<file path="src/design/bpfl_pkg.sv">
// ----------------------------------------------------------------------------
// bpfl_pkg
// Shared types for the buffer pool free list manager: sequencer states and
// request status codes.
// ----------------------------------------------------------------------------
package bpfl_pkg;

    typedef enum logic [3:0] {
        S_FILL,
        S_IDLE,
        S_ALLOC_RD,
        S_ALLOC_WR,
        S_FREE_CHK,
        S_FREE_RANGE,
        S_FREE_DIV,
        S_FREE_WR,
        S_DONE
    } state_t;

    typedef enum logic [2:0] {
        ST_OK      = 3'd0,
        ST_EMPTY   = 3'd1,
        ST_NULL    = 3'd2,
        ST_OUTSIDE = 3'd3,
        ST_DOUBLE  = 3'd4
    } status_t;

    localparam logic OP_ALLOC = 1'b0;
    localparam logic OP_FREE  = 1'b1;

endpackage

</file>
<file path="src/design/buffer_pool_free_list_manager.sv">
// Allocate reads the head's link and then pops it; an empty pool skips the pop.
// Free checks for null, below and above the pool, then runs the two-stage reciprocal
// multiply that maps the address to a buffer index, then reads its link to push it or
// refuse it as a double free. One request at a time; a stalled result holds the
// next request off.
// Reset: the link memory is filled, no request accepted meanwhile.
// ----------------------------------------------------------------------------
// buffer_pool_free_list_manager
// Free list allocator for a pool of fixed-size buffers. One link per buffer
// in a link memory with one write and one read port chains the free buffers;
// allocate pops the head, free rounds any address in a buffer down to its header and pushes it.
// ----------------------------------------------------------------------------
module buffer_pool_free_list_manager
    import bpfl_pkg::*;
#(
    parameter int NUM_BUFS  = 64,
    parameter int BUF_BYTES = 2048
) (
    input  logic        aclk,
    input  logic        aresetn,
    // configuration: pool base address
    input  logic        cfg_valid,
    output logic        cfg_ready,
    input  logic [31:0] cfg_pool_base,
    // request channel
    input  logic        s_valid,
    output logic        s_ready,
    input  logic        s_opcode,
    input  logic [31:0] s_buffer_addr,
    // result channel
    output logic        m_valid,
    input  logic        m_ready,
    output logic [2:0]  m_status,
    output logic [31:0] m_header_addr,
    output logic [6:0]  m_free_count
);

    // Index width, link width (0 = null, k+1 = buffer k), divider widths.
    localparam int IW = (NUM_BUFS > 1) ? $clog2(NUM_BUFS) : 1;
    localparam int LW = $clog2(NUM_BUFS + 1);
    localparam int BW = $clog2(BUF_BYTES);
    localparam int DW = IW + BW;
    localparam logic [32:0] SPAN = 33'(NUM_BUFS) * 33'(BUF_BYTES);

    state_t state_reg, state_next;

    logic [IW-1:0] fill_cnt_reg, fill_cnt_next;
    logic [LW-1:0] head_reg, head_next;
    logic [LW-1:0] free_total_reg, free_total_next;
    logic [31:0]   pool_base_reg;
    logic [31:0]   addr_reg, addr_next;
    logic [31:0]   off_reg, off_next;
    logic [IW-1:0] idx_reg, idx_next;
    logic [31:0]   prod_reg, prod_next;
    status_t       res_status_reg, res_status_next;
    logic [31:0]   res_header_reg, res_header_next;

    logic          m_valid_reg, m_valid_next;
    status_t       m_status_reg, m_status_next;
    logic [31:0]   m_header_reg, m_header_next;
    logic [6:0]    m_count_reg, m_count_next;

    // link memory
    logic [LW-1:0] link_mem [NUM_BUFS];
    logic          mem_we;
    logic [IW-1:0] mem_waddr;
    logic [LW-1:0] mem_wdata;
    logic          mem_re;
    logic [IW-1:0] mem_raddr;
    logic [LW-1:0] link_rd_reg;

    // divider
    logic          div_start;
    logic          div_done;
    logic [IW-1:0] div_quotient;
    logic [DW-1:0] div_remainder;

    // request checks
    logic          alloc_err;
    logic          free_null;
    logic          free_below;
    logic          free_above;
    logic          out_free;
    logic [LW-1:0] head_dec;
    logic [IW-1:0] head_idx;

    assign head_dec   = head_reg - LW'(1);
    assign head_idx   = head_dec[IW-1:0];
    assign alloc_err  = (free_total_reg == '0) || (head_reg == '0) ||
                        (head_reg > LW'(NUM_BUFS));
    assign free_null  = (addr_reg == '0);
    assign free_below = (addr_reg < pool_base_reg);
    assign free_above = ({1'b0, off_reg} >= SPAN);
    assign out_free   = !m_valid_reg || m_ready;

    bpfl_div #(
        .QW      (IW),
        .DW      (DW),
        .DIVISOR (BUF_BYTES)
    ) u_div (
        .aclk      (aclk),
        .aresetn   (aresetn),
        .start     (div_start),
        .dividend  (off_reg[DW-1:0]),
        .done      (div_done),
        .quotient  (div_quotient),
        .remainder (div_remainder)
    );

    // ------------------------------------------------------------------
    // Sequencer: next state
    // ------------------------------------------------------------------
    always_comb begin
        state_next = state_reg;
        unique case (state_reg)
            S_FILL: begin
                if (fill_cnt_reg == IW'(NUM_BUFS - 1)) begin
                    state_next = S_IDLE;
                end
            end
            S_IDLE: begin
                if (s_valid) begin
                    state_next = (s_opcode == OP_FREE) ? S_FREE_CHK : S_ALLOC_RD;
                end
            end
            S_ALLOC_RD: begin
                state_next = alloc_err ? S_DONE : S_ALLOC_WR;
            end
            S_ALLOC_WR: begin
                state_next = S_DONE;
            end
            S_FREE_CHK: begin
                state_next = (free_null || free_below) ? S_DONE : S_FREE_RANGE;
            end
            S_FREE_RANGE: begin
                state_next = free_above ? S_DONE : S_FREE_DIV;
            end
            S_FREE_DIV: begin
                if (div_done) begin
                    state_next = S_FREE_WR;
                end
            end
            S_FREE_WR: begin
                state_next = S_DONE;
            end
            S_DONE: begin
                if (out_free) begin
                    state_next = S_IDLE;
                end
            end
            default: begin
                state_next = S_IDLE;
            end
        endcase
    end

    // ------------------------------------------------------------------
    // Sequencer: datapath and memory control
    // ------------------------------------------------------------------
    always_comb begin
        fill_cnt_next   = fill_cnt_reg;
        head_next       = head_reg;
        free_total_next = free_total_reg;
        addr_next       = addr_reg;
        off_next        = off_reg;
        idx_next        = idx_reg;
        prod_next       = prod_reg;
        res_status_next = res_status_reg;
        res_header_next = res_header_reg;
        m_valid_next    = m_valid_reg;
        m_status_next   = m_status_reg;
        m_header_next   = m_header_reg;
        m_count_next    = m_count_reg;
        mem_we          = 1'b0;
        mem_waddr       = idx_reg;
        mem_wdata       = '0;
        mem_re          = 1'b0;
        mem_raddr       = idx_reg;
        div_start       = 1'b0;

        // drop the result once the consumer takes it
        if (m_valid_reg && m_ready) begin
            m_valid_next = 1'b0;
        end

        unique case (state_reg)
            S_FILL: begin
                // chain entry i to buffer i+1, last entry null
                mem_we    = 1'b1;
                mem_waddr = fill_cnt_reg;
                if (fill_cnt_reg == IW'(NUM_BUFS - 1)) begin
                    mem_wdata = '0;
                end else begin
                    mem_wdata = LW'(fill_cnt_reg) + LW'(2);
                end
                fill_cnt_next = fill_cnt_reg + IW'(1);
            end
            S_IDLE: begin
                addr_next = s_buffer_addr;
            end
            S_ALLOC_RD: begin
                if (alloc_err) begin
                    res_status_next = ST_EMPTY;
                    res_header_next = '0;
                end else begin
                    // fetch the head's link, start the header offset
                    mem_re    = 1'b1;
                    mem_raddr = head_idx;
                    idx_next  = head_idx;
                    prod_next = 32'(32'(head_idx) * 32'(BUF_BYTES));
                end
            end
            S_ALLOC_WR: begin
                // pop: advance head, clear the taken buffer's link
                head_next       = link_rd_reg;
                mem_we          = 1'b1;
                mem_waddr       = idx_reg;
                mem_wdata       = '0;
                free_total_next = free_total_reg - LW'(1);
                res_status_next = ST_OK;
                res_header_next = pool_base_reg + prod_reg;
            end
            S_FREE_CHK: begin
                off_next = addr_reg - pool_base_reg;
                if (free_null) begin
                    res_status_next = ST_NULL;
                    res_header_next = '0;
                end else if (free_below) begin
                    res_status_next = ST_OUTSIDE;
                    res_header_next = '0;
                end
            end
            S_FREE_RANGE: begin
                if (free_above) begin
                    res_status_next = ST_OUTSIDE;
                    res_header_next = '0;
                end else begin
                    div_start = 1'b1;
                end
            end
            S_FREE_DIV: begin
                if (div_done) begin
                    mem_re    = 1'b1;
                    mem_raddr = div_quotient;
                    idx_next  = div_quotient;
                end
            end
            S_FREE_WR: begin
                if (link_rd_reg != '0) begin
                    res_status_next = ST_DOUBLE;
                    res_header_next = '0;
                end else begin
                    // push: link to old head, buffer becomes head
                    mem_we    = 1'b1;
                    mem_waddr = idx_reg;
                    mem_wdata = head_reg;
                    head_next = LW'(idx_reg) + LW'(1);
                    if (free_total_reg < LW'(NUM_BUFS)) begin
                        free_total_next = free_total_reg + LW'(1);
                    end
                    res_status_next = ST_OK;
                    res_header_next = addr_reg - 32'(div_remainder);
                end
            end
            S_DONE: begin
                if (out_free) begin
                    m_valid_next  = 1'b1;
                    m_status_next = res_status_reg;
                    m_header_next = res_header_reg;
                    m_count_next  = 7'(free_total_reg);
                end
            end
            default: begin
            end
        endcase
    end

    // ------------------------------------------------------------------
    // Registers
    // ------------------------------------------------------------------
    always_ff @(posedge aclk) begin
        if (!aresetn) begin
            state_reg      <= S_FILL;
            fill_cnt_reg   <= '0;
            head_reg       <= LW'(1);
            free_total_reg <= LW'(NUM_BUFS);
            pool_base_reg  <= '0;
            m_valid_reg    <= 1'b0;
        end else begin
            state_reg      <= state_next;
            fill_cnt_reg   <= fill_cnt_next;
            head_reg       <= head_next;
            free_total_reg <= free_total_next;
            m_valid_reg    <= m_valid_next;
            if (cfg_valid) begin
                pool_base_reg <= cfg_pool_base;
            end
        end
        addr_reg       <= addr_next;
        off_reg        <= off_next;
        idx_reg        <= idx_next;
        prod_reg       <= prod_next;
        res_status_reg <= res_status_next;
        res_header_reg <= res_header_next;
        m_status_reg   <= m_status_next;
        m_header_reg   <= m_header_next;
        m_count_reg    <= m_count_next;
    end

    // link memory: one write port, one registered read port
    always_ff @(posedge aclk) begin
        if (mem_we) begin
            link_mem[mem_waddr] <= mem_wdata;
        end
        if (mem_re) begin
            link_rd_reg <= link_mem[mem_raddr];
        end
    end

    assign cfg_ready     = 1'b1;
    assign s_ready       = (state_reg == S_IDLE);
    assign m_valid       = m_valid_reg;
    assign m_status      = m_status_reg;
    assign m_header_addr = m_header_reg;
    assign m_free_count  = m_count_reg;

endmodule

</file>
<file path="src/design/bpfl_div.sv">
// ----------------------------------------------------------------------------
// bpfl_div
// Division by the constant buffer size through a reciprocal multiply: the
// product is registered first, then quotient and remainder from it. Exact
// for any dividend below 2**DW.
// ----------------------------------------------------------------------------
module bpfl_div
    import bpfl_pkg::*;
#(
    parameter int QW      = 6,
    parameter int DW      = 17,
    parameter int DIVISOR = 2048
) (
    input  logic          aclk,
    input  logic          aresetn,
    input  logic          start,
    input  logic [DW-1:0] dividend,
    output logic          done,
    output logic [QW-1:0] quotient,
    output logic [DW-1:0] remainder
);

    // ceil(2**SH / DIVISOR) keeps floor(x * RECIP / 2**SH) exact for x < 2**DW
    localparam int LG = $clog2(DIVISOR);
    localparam int SH = DW + LG;
    localparam int MW = DW + 1;
    localparam int PW = DW + MW;
    localparam logic [MW-1:0] RECIP =
        MW'(((64'd1 << SH) + 64'(DIVISOR) - 64'd1) / 64'(DIVISOR));

    logic [DW-1:0] dvd_reg;
    logic [PW-1:0] prod_reg, prod_next;
    logic [QW-1:0] quo_reg, quo_next;
    logic [DW-1:0] rem_reg, rem_next;
    logic          stage_reg;
    logic          done_reg;

    // DW by DW+1 bit product with a constant, then a small constant multiply
    always_comb begin
        prod_next = PW'(dividend) * PW'(RECIP);
        quo_next  = prod_reg[SH +: QW];
        rem_next  = dvd_reg - DW'(quo_next) * DW'(DIVISOR);
    end

    always_ff @(posedge aclk) begin
        if (!aresetn) begin
            stage_reg <= 1'b0;
            done_reg  <= 1'b0;
        end else begin
            stage_reg <= start;
            done_reg  <= stage_reg;
        end
        if (start) begin
            dvd_reg  <= dividend;
            prod_reg <= prod_next;
        end
        // hold quotient and remainder until the next start
        if (stage_reg) begin
            quo_reg <= quo_next;
            rem_reg <= rem_next;
        end
    end

    assign done      = done_reg;
    assign quotient  = quo_reg;
    assign remainder = rem_reg;

endmodule

</file>
<file path="config.mk">
export PLATFORM = sky130hd
export DESIGN_NAME = buffer_pool_free_list_manager
export DESIGN_NICKNAME = d
export VERILOG_FILES = /design/src/design/bpfl_pkg.sv /design/src/design/buffer_pool_free_list_manager.sv /design/src/design/bpfl_div.sv
export SDC_FILE = /design/constraint.sdc
export NUM_CORES = 1
export LEC_CHECK = 0
export ABC_AREA = 1
export BUFFER_PORTS_ARGS = -buffer_cell sky130_fd_sc_hd__buf_2
export CAP_MARGIN = 20
export CELL_PAD_IN_SITES_DETAIL_PLACEMENT = 0
export CELL_PAD_IN_SITES_GLOBAL_PLACEMENT = 2
export CORE_ASPECT_RATIO = 1.4
export CORE_MARGIN = 8
export CORE_UTILIZATION = 41
export CTS_CLUSTER_SIZE = 16
export DETAILED_ROUTE_END_ITERATION = 8
export PLACE_DENSITY = 0.85
export SYNTH_ARGS = -nofsm -noshare
export SYNTH_HDL_FRONTEND = slang
export SYNTH_SLANG_ARGS = --single-unit
</file>
<file path="constraint.sdc">
create_clock -name aclk -period 6.7 [get_ports aclk]
set_input_delay 1.005 -clock aclk [delete_from_list [all_inputs] [get_ports aclk]]
set_output_delay 1.005 -clock aclk [all_outputs]
set_load 0.005 [all_outputs]
</file>
## Yosys cells after proc, flatten, opt, wreduce, memory -nomap -nowiden

Memory sizes are Yosys's and may differ from the RTL's. A register that Yosys moved wholly into a read port is not among the register bits.
Index checks and enable logic that the tools add are counted.

| word-level totals | value |
|---|---|
| memories | 1 |
| input bits | 70 |
| register bits after elaboration | 252 |
| RAM bits | 448 |
| logic and storage cells | 120 |

| cells by class | value |
|---|---|
| $lt $le $gt $ge | 4 |
| muxes and demuxes | 45 |
| equal/unequal tests | 18 |
| bitwise operators | 1 |
| $add $sub $neg | 10 |
| reductions and logical operators | 21 |

Memories:

| memory | words | width | read ports | clocked after Yosys merged registers in | write ports | line | source |
|---|---|---|---|---|---|---|---|
| link_mem | 64 | 7 | 1 | 1 | 1 | buffer_pool_free_list_manager.sv:64 | `logic [LW-1:0] link_mem [NUM_BUFS];` |

Operators with widths:

| operator | count |
|---|---|
| 32-bit two-way mux | 5 |
| 32-bit one-hot mux with 5 select lines | 1 |
| 7-bit one-hot mux with 2 select lines | 3 |
| 7-bit two-way mux | 5 |
| 32-bit by 17-bit adder with 32-bit output | 1 |
| 32-bit by 18-bit >= comparator with 1-bit output, second input constant | 1 |
| 32-bit logical NOT | 1 |
| 32-bit less-than comparator | 1 |
| 4-bit one-hot mux with 8 select lines | 1 |
| 32-bit by 17-bit subtractor with 32-bit output | 1 |
| 32-bit subtractor | 1 |
| 4-bit two-way mux | 7 |
| 3-bit two-way mux | 6 |
| 6-bit two-way mux | 3 |
| 17-bit subtractor | 1 |
| 4-bit by 3-bit == test with 1-bit output, second input constant | 4 |
| 3-bit one-hot mux with 5 select lines | 1 |
| 7-bit logical NOT | 2 |
| 2-bit inequality test, second input constant | 7 |
| 6-bit one-hot mux with 2 select lines | 1 |
| 1-bit two-way mux | 10 |
| 4-bit by 2-bit == test with 1-bit output, second input constant | 2 |
| 4-bit AND reduction | 2 |
| 6-bit by 1-bit adder with 7-bit output, second input constant | 1 |
| other kinds (24) | 31 |

## Depth between registers and ports, before layout

Gate-level depths: netlist (run 1).

| depth | value |
|---|---|
| depth in word-level cells | 5 |
| depth in mapped cells | 18 |
| gate-level depth less buffers | 16 |

## Hierarchy

Synthesis (run 1) repeated with hierarchy kept, for this count alone.

| unflattened totals | value |
|---|---|
| cell total of the unflattened synthesis | 3159 |
| area total of the unflattened synthesis | 32113.3 um^2 |

By module, submodules not included:

| module | instances | area each (um^2) | seq. area each (um^2) | cells each |
|---|---|---|---|---|
| buffer_pool_free_list_manager | 1 | 30988.5 | 19338.5 | 3112 |
| bpfl_div | 1 | 1124.8 | 1061.0 | 47 |

## Worst setup path after synthesis (run 1)

No wires, ideal clock.

| timing path | value |
|---|---|
| kind | reg2reg |
| start | reg state_reg[0] |
| end | mem link_mem[0][6] in the netlist's numbering, data pin |
| path buffers | 1 |
| stages on the path, launching flop included | 9 |
| slack | 1866 ps |
| data arrival time | 4105 ps |
| path through | dfxtp_1 nor2_1 inv_1 nor2_1 inv_1 buf_2 nor2_1 inv_1 o32ai_1 |

| on the way | value |
|---|---|
| longest elaborated chain between the ends | 2 |
| elaborated cells between the ends (all ways) | 3 |
| those cells by class | eq/ne (1); mux (1); reduce/logical (1) |

Ends and longest elaborated chain:

| element | line | source |
|---|---|---|
| start, declared | buffer_pool_free_list_manager.sv:45 | `state_t state_reg, state_next;` |
| start signal, assigned | buffer_pool_free_list_manager.sv:290 | `state_reg <= state_next;` |
| 4-bit by 3-bit == test with 1-bit output or 4-bit logical NOT (tied branches) | buffer_pool_free_list_manager.sv:186 | `unique case (state_reg)` |
| 7-bit one-hot mux with 2 select lines (*) | buffer_pool_free_list_manager.sv:186 |  |
| via mem_wdata[6] | buffer_pool_free_list_manager.sv:67 | `logic [LW-1:0] mem_wdata;` |
| end, declared | buffer_pool_free_list_manager.sv:64 |  |

The timed path passes the listed nets; every way through them passes the cells marked *.

## Worst setup path in the final report (run 1)

| timing path | value |
|---|---|
| start | reg head_reg[0] |
| end | reg link_rd_reg[5] (read register of link_mem), data pin |

| on the way | value |
|---|---|
| elaborated cells between the ends (all ways) | 9 |
| those cells by class | add/sub (1); order compare (1); mux (4); reduce/logical (3) |

RTL lines:

| element | line | source |
|---|---|---|
| start, declared | buffer_pool_free_list_manager.sv:48 | `logic [LW-1:0] head_reg, head_next;` |
| start signal, assigned | buffer_pool_free_list_manager.sv:292 | `head_reg <= head_next;` |
| 6-bit by 1-bit subtractor with 6-bit output | buffer_pool_free_list_manager.sv:87 | `assign head_dec = head_reg - LW'(1);` |
| via head_dec[0] | buffer_pool_free_list_manager.sv:84 | `logic [LW-1:0] head_dec;` |
| 6-bit two-way mux | buffer_pool_free_list_manager.sv:202 | `if (alloc_err) begin` |
| 6-bit one-hot mux with 2 select lines | -- |  |
| end, declared | buffer_pool_free_list_manager.sv:70 | `logic [LW-1:0] link_rd_reg;` |

The timed path passes the listed nets, and every way through them passes these cells.
A chain may end at the register's enable or synchronous reset.

==> summary by stage, run 1 <==
Logic synthesis
The post-synthesis simple-gate area fraction is 21.0%. The largest family of logic cells by synthesized area is simple AND/OR/NAND/NOR gates. The mux cell area share after synthesis is 0%.

In the post-synthesis netlist, the biggest area contributors are edfxtp_1, nand2_1, nand3_1, dfxtp_1, inv_1. When the netlist entered floorplanning its net count stood at 3,219. The distinct cell type count of the synthesized netlist is 51. The fraction of the mapped netlist area in compound gates is 5.25%. In the synthesized netlist, the number of instances is 3,087. The number of enable-type register cells in the synthesized netlist is 636. The most used flip-flop cell after synthesis is edfxtp_1. The most area-hungry cell type in the Yosys netlist is edfxtp_1.

The adder and majority cell fraction of the synthesized area is 2.53%. The post-synthesis async set-or-reset flop share is 0%. The average size of a mapped cell is 10.3 sq um. After synthesis the cells add up to 0.0319 sq mm. The fraction of synthesized cell area taken by the top area cell type is 59.9%. The xor/xnor share of the synthesized area is 1.48%. Yosys printed 0 warnings. The count of state elements after synthesis is 701.

The sequential-to-total area share from yosys stat is 64.0%.

Hold path
The worst hold path belongs to the class flop to flop.

Drt
The number of DRC violations after detailed routing is 0. The first detailed-routing pass took 5 iterations. The routed length on met3 is 4370 um. The highest signal layer in the routed design is met4.

The per-cell via count in the routed design is 5.27. After the first detailed-routing iteration, the DRC count stood at 1,644. In the final routing, the length of wire on met1 measures 35,100 um. The via count is 22.5k. The count of nets left with antenna violations once routing finished came out at 0. Summed over all nets, wire length on met2 after detailed routing comes to 47,600 um. The routed design has 91,200 um of wire. In the final routed layout, each cell accounts on average for 21.4 um.

Layout
The number of nets at the end of the flow is 3,300. Relative to the synthesized area, the layout overhead comes to 12.5%. The antenna diode count is 0. After filler insertion, the fill cell instance count of the layout stands at 7,194. Cells fill 46.3% of the core in the end. The top register by number of flip-flops is link_mem.

The number of flip-flops in the largest register is 448. Cells with a size suffix above 1 make up 9.46% of the layout. The non-filler instance count after layout is 4,269.

Worst setup path
The worst setup path is captured at a flop. STA classifies the critical path startpoint as a flop. The endpoint required time on the critical path is 7.07 ns. Along the worst path, the maximum fanout reaches 224. The data arrival time of the critical path is 4.56 ns.

The critical path in this run is classified as flop to flop.

Timing
Setup repair after global routing left no endpoint under its margin. The headroom to the max-slew limit is 27.2%. The minimum clock period after layout is 4.19 ns.

The number of endpoints failing setup at the final stage is 0. The slew at the pin closest to its max-slew limit is 1.09 ns. The final critical path takes up 62.6% of the cycle.

The number of hold-slack violations in the final timing report is 0. Clock skew on the completed layout was measured at 0.0366 ns. Based on the critical path, the design can be clocked at up to 239 MHz.

The max-slew violation count is 0. The accumulated negative setup slack is 0 ns.

Clock tree
The clock input transition at the sequential cells of the worst setup and hold paths is 0.06 ns. The clock passes through at most 3 buffers. The number of buffers added by the clock tree synthesis step is 69. Once the clock tree was built, the resizer swapped 0 gates to a different size.

For the worst-skew pair, the clock arrives at the later sink with an insertion delay of 0.63 ns. The CTS sink count is 701. The count of buffers added by post-CTS timing repair for setup is 0. The maximum level of the CTS H-tree is 3. The tree is rooted in a clkbuf_16.

The TritonCTS clock tree is built. Hold repair after CTS inserted 0 buffers.

Floorplan
The die is 346 um tall. For this configuration, the core starts out at a cell density of 41.2%. The die footprint is 0.0870 sq mm. The number of placement rows is 121. The total area inside the core boundary comes to 0.0774 sq mm. The die width is 252 um. In this run the count of I/O pins placed on the die edge is 115.

Power and ir drop
The power per cell area is 335 mW/mm^2. In this run the static leakage power is 13.7 nW. The worst-case IR drop observed on VDD is 220 uV.

Global routing
The overflow left after global routing is 0. The total global routing track utilization is 20.7%. The largest net degree at the start of global routing is 225. The global-route wire length before repair is 139,000 um. The initial antenna violation count is 0. The number of global-route vias before repair is 23.4k.

Flow run
Max-cap violations in this run came to 0.

Placed design
Including well taps, the total number of placed cells is 4,142. Once detailed placement completed, the half-perimeter wirelength came to 60,300 um. The congestion estimate from routability-driven global placement came to 0.942. Input and output buffers added on the ports amount to 113.

Run status
The flow ran to the end, and the final reports show no timing, DRC or antenna violations.
==> worst paths after layout <==
path / startpoint / to / slack, ns / cells after the start
max: head_reg[0] / link_rd_reg[5] / 2.51 / 16
min: res_header_reg[17] / m_header_addr[17] / 0.42 / 0
max reg2reg: head_reg[0] / link_rd_reg[5] / 2.51 / 16
min reg2reg: res_header_reg[17] / m_header_addr[17] / 0.42 / 0
==> logic make-up (layout without fill, tap and decap cells) <==
group                      Yosys count  in the layout
and+or+nand+nor                   1528           1528
other                                1              1
DFF                                701            701
AOI/OAI and AO/OA                  300            300
xor gates and xnor gates            54             54
adders and majority gates           62             62
buffers and inverters              441            578
==> placed cells by master (no fill, tap or decap), types with 22 or more instances in the layout <==
cell	count
buf_2	113
nand3b_1	32
nor2_1	189
nand3_1	521
buf_4	32
nand2_1	713
clkbuf_16	72
o21ai_0	99
inv_1	289
nand4_1	22
ha_1	58
xor2_1	42
edfxtp_1	636
a21oi_1	123
dfxtp_1	65
==> metrics by stage <==
step	power, W	setup slack [ns]	hold WS, ns	area, sq um
2_1_floorplan	0.00703	1.87	0.400	31900
3_3_place_gp	0.00808	2.66	0.403	33500
3_5_place_dp	0.00812	2.54	0.405	33500
4_1_cts	0.0121	2.52	0.419	35800
5_1_grt	0.0125	2.25	0.426	35800
6_report	0.0120	2.51	0.419	35800
==> layer usage <==
| metal | vias to the layer above | GRT usage [%] |
|---|---|---|
| li1 | 10800 | - |
| met1 | 10800 | 23.5 |
| met2 | 672 | 38.0 |
| met3 | 187 | 2.93 |
| met4 | 0 | 9.62 |
| met5 | - | 0 |
==> cells in the mapped netlist, types with 2 or more instances <==
cell / instances
nand3b_1: 32
o21ai_0: 102
xor2_1: 42
inv_1: 289
ha_1: 58
o21bai_1: 3
edfxtp_1: 636
nand4_1: 22
clkbuf_1: 31
inv_2: 12
o221ai_1: 3
fa_1: 4
a31o_2: 2
o2111ai_1: 2
nand3_2: 4
a31oi_1: 12
nand2_2: 4
a21oi_2: 3
nand2_1: 714
nand3_1: 521
nor4_1: 11
buf_1: 12
a211oi_1: 2
nor2_2: 5
or2_2: 4
o211ai_1: 5
nor3_1: 18
a221oi_1: 3
o21a_1: 2
a32o_1: 4
o22ai_1: 17
buf_4: 15
o21ai_1: 6
buf_2: 79
dfxtp_1: 65
a21oi_1: 124
nor2_1: 190
a21o_1: 3
xnor2_1: 12
o32ai_1: 2
clkinv_1: 2
==> cell type report <==
cell class	count	area (sq um)	share of cell area [%]
Inverter	303	1140	3.19
Clock buffer	80	1860	5.20
Timing Repair Buffer	148	852	2.38
Multi-Input combinational cell	1945	9800	27.3
Clock inverter	47	474	1.32
Tap cell	1045	1310	3.65
Sequential cell	701	20400	56.9
==> where the power goes <==
group	switching (W)	internal [W]
clock	0.00169	0.00232
combinational	0.00196	0.000631
sequential	0.000113	0.00530
==> critical path: stages, from the launching register on <==
cell	delay (ns)
dfxtp_1	0.29
inv_1	0.21
ha_1	0.26
nand2_1	0.10
nor2_1	0.13
nor2_2	0.06
nand3_2	0.13
nand3_4	0.54
nand3_4	0.25
buf_12	0.66
nand2_1	0.21
nand3_1	0.15
nand3_1	0.08
nand3_1	0.10
nand3_1	0.22
nand3_1	0.24
nand2_1	0.09
No activity file was read; power rests on OpenSTA's default activity.
==> inputs of run 2 (changes only) <==
--- a/config.mk
+++ b/config.mk
@@ -5,7 +5,7 @@
 export SDC_FILE = /design/constraint.sdc
 export NUM_CORES = 1
 export LEC_CHECK = 0
-export ABC_AREA = 1
+export ABC_AREA = 0
 export BUFFER_PORTS_ARGS = -buffer_cell sky130_fd_sc_hd__buf_2
 export CAP_MARGIN = 20
 export CELL_PAD_IN_SITES_DETAIL_PLACEMENT = 0
@@ -15,7 +15,7 @@
 export CORE_UTILIZATION = 41
 export CTS_CLUSTER_SIZE = 16
 export DETAILED_ROUTE_END_ITERATION = 8
-export PLACE_DENSITY = 0.85
+export PLACE_DENSITY = 0.82
 export SYNTH_ARGS = -nofsm -noshare
 export SYNTH_HDL_FRONTEND = slang
 export SYNTH_SLANG_ARGS = --single-unit
==> constraint.sdc (replaced) <==
create_clock -name aclk -period 3.7 [get_ports aclk]
set_input_delay 0.555 -clock aclk [delete_from_list [all_inputs] [get_ports aclk]]
set_output_delay 0.555 -clock aclk [all_outputs]
set_load 0.005 [all_outputs]
==> run 2 against run 1 <==
Against the previous run:
- critical endpoint is now link_rd_reg[3]
- sequential share of layout area increased by 1.5 points
- cell area shrank 2.6%
- fmax grew 19%
- cell count down 23%
==> summary by stage, run 2 <==
Worst setup path
The maximum net fanout on the critical path is 39 (-83%). The reg-to-reg setup timing slack is 0.17 ns (-2.34 ns). Tracing the worst setup path back leads to its startpoint at state_reg[3]. The destination of the worst register-to-register timing path is link_rd_reg[3].

The endpoint required time on the critical path is 4.05 ns (-3.02 ns). By startpoint and endpoint, the worst setup path is classified as flop to flop. The worst-case reg-to-reg path depth is 9 (-7).

The worst setup path is launched from a flop. The worst register-to-register path begins at state_reg[3]. The data arrival time of the critical path is 3.88 ns (-0.68 ns). The type of destination of the critical path is a flop.

Floorplan
The core footprint is 0.0723 sq mm (-6.5%). The effective utilization at floorplan is 41.2% (+0.050 points). The die width is 244 um (-3.1%). The die footprint is 0.0817 sq mm (-6.1%). The total I/O pin count is 115 (unchanged). The number of placement rows was 117 (-3.3%). The overall die height is 335 um (-3.1%).

Drt
The number of DRC markers in iteration 0 is 1,127 (-31%). The wire length per cell after detailed routing is 22.2 um (+3.8%). The per-cell via count in the routed design is 5.34 (+1.3%). The via count is 17.6k (-22%). The routed wire length came to 73,100 um (-20%). The first-pass detailed-route iteration total is 5 (unchanged). The remaining number of nets flagged by the antenna check after routing came to 0 (unchanged).

The number of DRC violations after detailed routing is 0 (unchanged).

Logic synthesis
The fraction of the mapped netlist area in compound gates is 7.19% (+1.9 points). edfxtp_1 is the most common cell in the netlist. By area the synthesized netlist is led by edfxtp_1, dfxtp_1, mux4_2, mux2i_1, ha_1. The count of synthesis-stage warnings from yosys was 0 (unchanged). After synthesis, the largest family of logic cells by area is simple AND/OR/NAND/NOR gates. In the synthesized netlist the dominant register cell turns out to be edfxtp_1. The post-synthesis simple-gate area fraction came to 8.58% (-12 points). The distinct cell type count of the synthesized netlist is 78 (+53%). The post-synthesis async set-or-reset flop share was 0% (unchanged). The average size of a mapped cell came to 14.7 sq um (+42%). Sorting the synthesized cells by how often they occur yields edfxtp_1, nand2_1, nor2_1.

The synthesized design spends more area on one cell type than any other, namely edfxtp_1. The mux cell area share after synthesis is 8.07% (+8.1 points). The xor/xnor share of the synthesized area is 2.64% (+1.2 points). The number of cells produced by synthesis is 2,031 (-34%). The sequential-to-total area share from yosys stat is 68.4% (+4.4 points). The fraction of synthesized cell area taken by the top area cell type is 64.0% (+4.1 points). The adder and majority cell fraction of the synthesized area was 2.70% (+0.17 points). The count of state elements after synthesis is 701 (unchanged). The number of enable-type register cells in the synthesized netlist is 636 (unchanged). The net count after synthesis is 2,163 (-33%). The summed instance area of the synthesized netlist came to 0.0298 sq mm (-6.4%).

Run status
The run finished with clean final reports.

Timing
The headroom to the max-slew limit is 29.8% (+2.6 points). The number of hold-slack violations in the final timing report is 0 (unchanged). The final critical-path setup slack came to 0.165 ns (-2.34 ns). The minimum clock period after layout is 3.53 ns (-0.658 ns).

The max-slew violation count came to 0 (unchanged). The number of endpoints failing setup at the final stage was 0 (unchanged). The final critical-path share of the clock period is 95.5% (+33 points). Setup repair after global routing could not meet its margin everywhere. The slew at the pin closest to its max-slew limit was 1.05 ns (-0.0397 ns). The upper clock frequency limit is 283 MHz (+19%).

The accumulated negative setup slack is 0 ns (unchanged). The clock tree skew after final layout is 0.0187 ns (-0.0179 ns).

Global routing
The overflow left after global routing was 0 (unchanged). The global-route wire length before repair is 113,000 um (-19%). The total global routing track utilization is 17.8% (-2.9 points). The number of global-route vias before repair is 18.7k (-20%). The largest net degree at the start of global routing was 65 (-71%). The initial antenna violation count was 0 (unchanged).

Placed design
The total half-perimeter wirelength after legalization and detailed placement came to 52,000 um (-14%). The final RePlAce weighted congestion is 0.882 (-6.3%). The worst setup timing slack at the placement stage is -0.0189 ns (-2.56 ns). The number of buffer cells added on primary ports is 113 (unchanged).

Layout
The filler cell count in the final layout is 6,299 (-12%). The number of nets at the end of the flow is 2,421 (-27%). The relative area change from synthesis to final layout is 17.1%. The ratio of cells with drive above 1 in the final layout is 19.8% (+10 points).

The antenna diode count is 0 (unchanged). The number of flip-flops in the largest register came to 448 (unchanged). The library cells used most frequently in the layout, excluding fill and tap cells, are edfxtp_1, nand2_1, buf_4. The commonest non-fill, non-tap cell in the layout is edfxtp_1. The register with the most flip-flops in the final layout is link_mem.

Clock tree
The number of hold buffers added after cts came to 0 (unchanged). The clock latency on the worst-skew pair came to 0.61 ns (-0.02 ns). The clock input transition at the sequential cells of the worst setup and hold paths is 0.07 ns (about the same).

The root buffer selected by CTS is clkbuf_16. The maximum level of the CTS H-tree was 3 (unchanged). The number of buffers between clock root and the deepest sink is 3 (unchanged). The CTS sink count is 701 (unchanged).

The TritonCTS clock tree is built. The number of buffers added by the clock tree synthesis step came to 68 (-1.4%).

Hold path
The type of the tightest min-delay check is input port to flop. In this run the most critical hold path is launched from s_buffer_addr[20]. For hold timing, the worst endpoint is addr_reg[20]. The worst hold path depth is 1 (+1).

Power and ir drop
The power per cell area is 475 mW/mm^2 (+42%). The maximum resistive drop on vdd is 326 uV (+48%). The standby leakage power was 11.9 nW (-13%).

Flow run
The total of max-cap violations is 0 (unchanged).
==> run 2: area by class of cell <==
class | count | area (sq um) | share of cell area, %
inverters | 79 | 297 | 0.849
flip-flops and latches | 701 | 20400 | 58.4
repair buffers | 267 | 1940 | 5.55
well taps | 952 | 1190 | 3.41
multi-input cells | 1172 | 8900 | 25.5
clock inverters | 35 | 364 | 1.04
clock buffers | 88 | 1830 | 5.24
==> run 2: worst max path at each step <==
stage,endpoint,slack (ns),cells after the start
floorplan,link_mem[0][0],-0.38,5
global placement,link_rd_reg[6],0.03,13
detailed placement,link_rd_reg[6],-0.02,13
CTS,link_rd_reg[6],0.07,10
global route,link_rd_reg[0],-0.01,13
finish,link_rd_reg[3],0.17,9
==> run 2: cells by family (layout without fill, tap and decap cells) <==
logic type               Yosys count  count (layout)
flip-flops                       701             701
XOR/XNOR                          90              90
buffers and inverters            158             469
multiplexers                     173             173
AND/OR/NAND/NOR                  518             518
adder cells (fa/ha/maj)           62              62
AO/OA/AOI/OAI                    328             328
other                              1               1
==> run 2: per-stage QoR <==
| stage | hold slack, ns | std cells | util [%] | total power (W) | instance area, sq um |
|---|---|---|---|---|---|
| after global placement | 0.400 | 3170 | 45.1 | 0.00984 | 32600 |
| final | 0.114 | 3294 | 48.3 | 0.0166 | 34900 |
| after global routing | 0.0878 | 3294 | 48.3 | 0.0171 | 34900 |
| after CTS | 0.0753 | 3293 | 48.2 | 0.0167 | 34800 |
| after floorplan | 0.400 | 2031 | - | 0.00949 | 29800 |
| after detailed placement | 0.405 | 3170 | 45.1 | 0.00986 | 32600 |
==> run 2: what timing repair did <==
item	4_1_cts	5_1_grt
buffers inserted	0	0
gates resized for setup	1	7
endpoints found under the setup margin	2	40
==> run 2: where the power goes <==
part / internal, W / total, W / switching (W)
Combinational: 0.000397 / 0.000971 / 0.000574
Sequential: 0.00868 / 0.00872 / 0.0000417
Clock: 0.00394 / 0.00688 / 0.00294
Total: 0.0130 / 0.0166 / 0.00356
==> run 2: worst max-delay path: stages, from the launching register on <==
cell	delay, ns
dfxtp_1	0.31
or4b_1	0.54
a221oi_2	0.26
a21o_1	0.22
o221a_4	0.32
buf_12	0.29
mux4_2	0.54
a22o_1	0.25
nor4_1	0.41
nor4_1	0.10
==> run 2: per-layer routing <==
layer  vias to the layer above  global-route usage, %  part of all wire (%)
met5                         -                      0                     0
met4                         0                   7.38                   4.0
met3                       130                   2.55                   3.7
met2                       384                   33.1                    54
met1                      8786                   20.3                    39
li1                       8274                      -                     -
==> inputs of run 3 (changes only) <==
--- a/config.mk
+++ b/config.mk
@@ -13,6 +13,7 @@
 export CORE_ASPECT_RATIO = 1.4
 export CORE_MARGIN = 8
 export CORE_UTILIZATION = 41
+export CTS_BUF_LIST = sky130_fd_sc_hd__clkbuf_16
 export CTS_CLUSTER_SIZE = 16
 export DETAILED_ROUTE_END_ITERATION = 8
 export PLACE_DENSITY = 0.82
==> run 3 against run 2 <==
Against the previous run:
- global-route usage barely moved
- combinational power barely moved
- via count barely moved
- non-clock buffer count did not move
- largest power group unchanged
- register-to-register slack barely moved
- hold slack improved by 0.0015 ns
- first-iteration DRC count rose by 0.89%
- utilization barely moved
- clock power fell by 1%
- power fell by 0.43%
- wire length barely moved
- die area did not move
==> summary by stage, run 3 (synthesis gave the netlist of run 2 again) <==
Worst setup path
The worst setup path startpoint is state_reg[3]. The type of destination of the critical path is a flop. The data arrival time of the critical path is 3.87 ns (about the same).

The startpoint kind of the worst setup timing path is a flop. The total buffers and inverters traversed by the critical path is 1 (unchanged). In this run the critical register-to-register path is launched from state_reg[3]. The maximum net fanout on the critical path is 39 (unchanged). Broken down by cell family, the worst path's largest delay share belongs to simple AND/OR/NAND/NOR gates.

By instance count, the cell type seen most on the critical path is nor4_1. The slowest cell on the critical path is or4b_1. The stage delay of the slowest cell on the critical path came to 0.54 ns (about the same).

The endpoint required time on the critical path is 4.05 ns (about the same). The category of the critical setup timing path is flop to flop. Traced cell by cell, the critical path runs through or4b_1 -> a221oi_2 -> a21o_1 -> o221a_4 -> buf_12 -> mux4_2 -> a22o_1 -> nor4_1 -> nor4_1.

Global routing
The initial antenna violation count is 0 (unchanged). The largest net degree at the start of global routing was 65 (unchanged). The overflow left after global routing is 0 (unchanged).

The global-route wire length before repair is 113,000 um (about the same). The number of global-route vias before repair is 18.7k (+0.021%). The total global routing track utilization is 17.8% (about the same).

Drt
The via count is 17.6k (-0.0057%). The per-cell via count in the routed design is 5.33 (about the same). The remaining number of nets flagged by the antenna check after routing came to 0 (unchanged). The number of DRC violations after detailed routing is 0 (unchanged).

The wire length per cell after detailed routing is 22.2 um (about the same). The first-pass detailed-route iteration total is 5 (unchanged). The number of DRC markers in iteration 0 was 1,137 (+0.89%).

The routed wire length came to 73,100 um (about the same).

Layout
The number of flip-flops in the largest register came to 448 (unchanged). The antenna diode count is 0 (unchanged). Ranked by flip-flop count, first place goes to link_mem.

The ratio of cells with drive above 1 in the final layout is 19.8% (unchanged). The relative area change from synthesis to final layout came to 17.1% (about the same). Leaving out fill and tap cells, the most frequent cell in the layout is edfxtp_1. The number of nets at the end of the flow was 2,421 (unchanged). Leaving out fill and tap cells, the most frequent cells in the layout are edfxtp_1, nand2_1, buf_4.

Placed design
The final RePlAce weighted congestion is 0.882 (unchanged). The total half-perimeter wirelength after legalization and detailed placement is 52,000 um (unchanged). The number of buffer cells added on primary ports is 113 (unchanged). The worst setup timing slack at the placement stage is -0.0189 ns (unchanged).

Floorplan
The die width is 244 um (unchanged). The die footprint was 0.0817 sq mm (unchanged). The overall die height is 335 um (unchanged).

The effective utilization at floorplan is 41.2% (unchanged). The core footprint is 0.0723 sq mm (unchanged). The number of placement rows is 117 (unchanged). The total I/O pin count came to 115 (unchanged).

Timing
The final critical-path setup slack was 0.174 ns (+0.00836 ns). The accumulated negative setup slack is 0 ns (unchanged). The max-slew violation count is 0 (unchanged). The number of hold-slack violations in the final timing report was 0 (unchanged). The clock tree skew after final layout is 0.0183 ns (-0.000441 ns). The headroom to the max-slew limit came to 29.2% (-0.60 points).

The upper clock frequency limit is 284 MHz (+0.24%). The slew at the pin closest to its max-slew limit is 1.06 ns (+0.00894 ns). The final critical-path share of the clock period is 95.3% (-0.23 points).

The number of endpoints failing setup at the final stage came to 0 (unchanged). Setup repair after global routing left no endpoint under its margin. The minimum clock period after layout is 3.53 ns (-0.00836 ns).

Flow run
The total of max-cap violations is 0 (unchanged).

Clock tree
The clock input transition at the sequential cells of the worst setup and hold paths is 0.07 ns (about the same). The number of hold buffers added after cts is 0 (unchanged). The number of buffers added by the clock tree synthesis step is 68 (unchanged). The CTS sink count is 701 (unchanged). The maximum level of the CTS H-tree is 3 (unchanged). The TritonCTS clock tree is built.

The clock latency on the worst-skew pair came to 0.62 ns (about the same). The number of buffers between clock root and the deepest sink is 3 (unchanged). CTS placed an instance of clkbuf_16 at the clock tree root.

Power and ir drop
The maximum resistive drop on vdd is 317 uV (-2.7%). The standby leakage power is 12.0 nW (+0.55%). The power per cell area is 473 mW/mm^2 (-0.41%). The overall power consumption was 0.0165 W (-0.43%).

Hold path
The startpoint of the worst hold path is s_buffer_addr[20]. The type of the tightest min-delay check is input port to flop.

Run status
The flow ran to the end, and the final reports show no timing, DRC or antenna violations.
==> run 3: repair_timing <==
| item | CTS | global route |
|---|---|---|
| setup endpoints to repair | 2 | 40 |
| setup buffers | 0 | 0 |
| resized for setup | 1 | 7 |
==> run 3: worst reg2reg max path, stage by stage (launching register included) <==
cell and delay, ns:
dfxtp_1 0.31, or4b_1 0.54, a221oi_2 0.26, a21o_1 0.20, o221a_4 0.32, buf_12 0.30
mux4_2 0.56, a22o_1 0.25, nor4_1 0.43, nor4_1 0.10
==> run 3: area by class of cell <==
cell class	count	area (sq um)
Tap cell	952	1190
Multi-Input combinational cell	1172	8900
Fill cell	6304	37400
Clock buffer	70	1750
Clock inverter	53	432
Inverter	79	297
Timing Repair Buffer	267	1930
Sequential cell	701	20400
==> run 3: per-stage QoR <==
stage | cell area, sq um | hold WS (ns) | std cells | util [%]
after floorplan | 29800 | 0.400 | 2031 | -
after global placement | 32600 | 0.400 | 3170 | 45.1
after detailed placement | 32600 | 0.405 | 3170 | 45.1
after CTS | 34800 | 0.0751 | 3293 | 48.2
after global routing | 34900 | 0.0876 | 3294 | 48.3
final | 34900 | 0.116 | 3294 | 48.3
==> run 3: layer usage <==
layer / part of all wire, % / vias to the layer above / track usage [%] / wire [um]
met3: 3.6 / 129 / 2.55 / 2640
met5: 0 / - / 0 / 0
met2: 54 / 347 / 33.1 / 39300
met1: 39 / 8826 / 20.3 / 28300
li1: - / 8271 / - / -
met4: 4.0 / 0 / 7.38 / 2940
==> run 3: power breakdown <==
part,switching [W],internal [W]
logic,0.000574,0.000398
clock network,0.00294,0.00387
registers,0.0000415,0.00868
total,0.00355,0.0130
==> run 3: worst paths after layout <==
path,endpoint,slack (ns),cells past startpoint
worst min register to register,u_div.remainder[2],0.41,0
worst max-delay path,link_rd_reg[3],0.17,9
worst max register to register,link_rd_reg[3],0.17,9
worst min-delay path,addr_reg[20],0.12,1
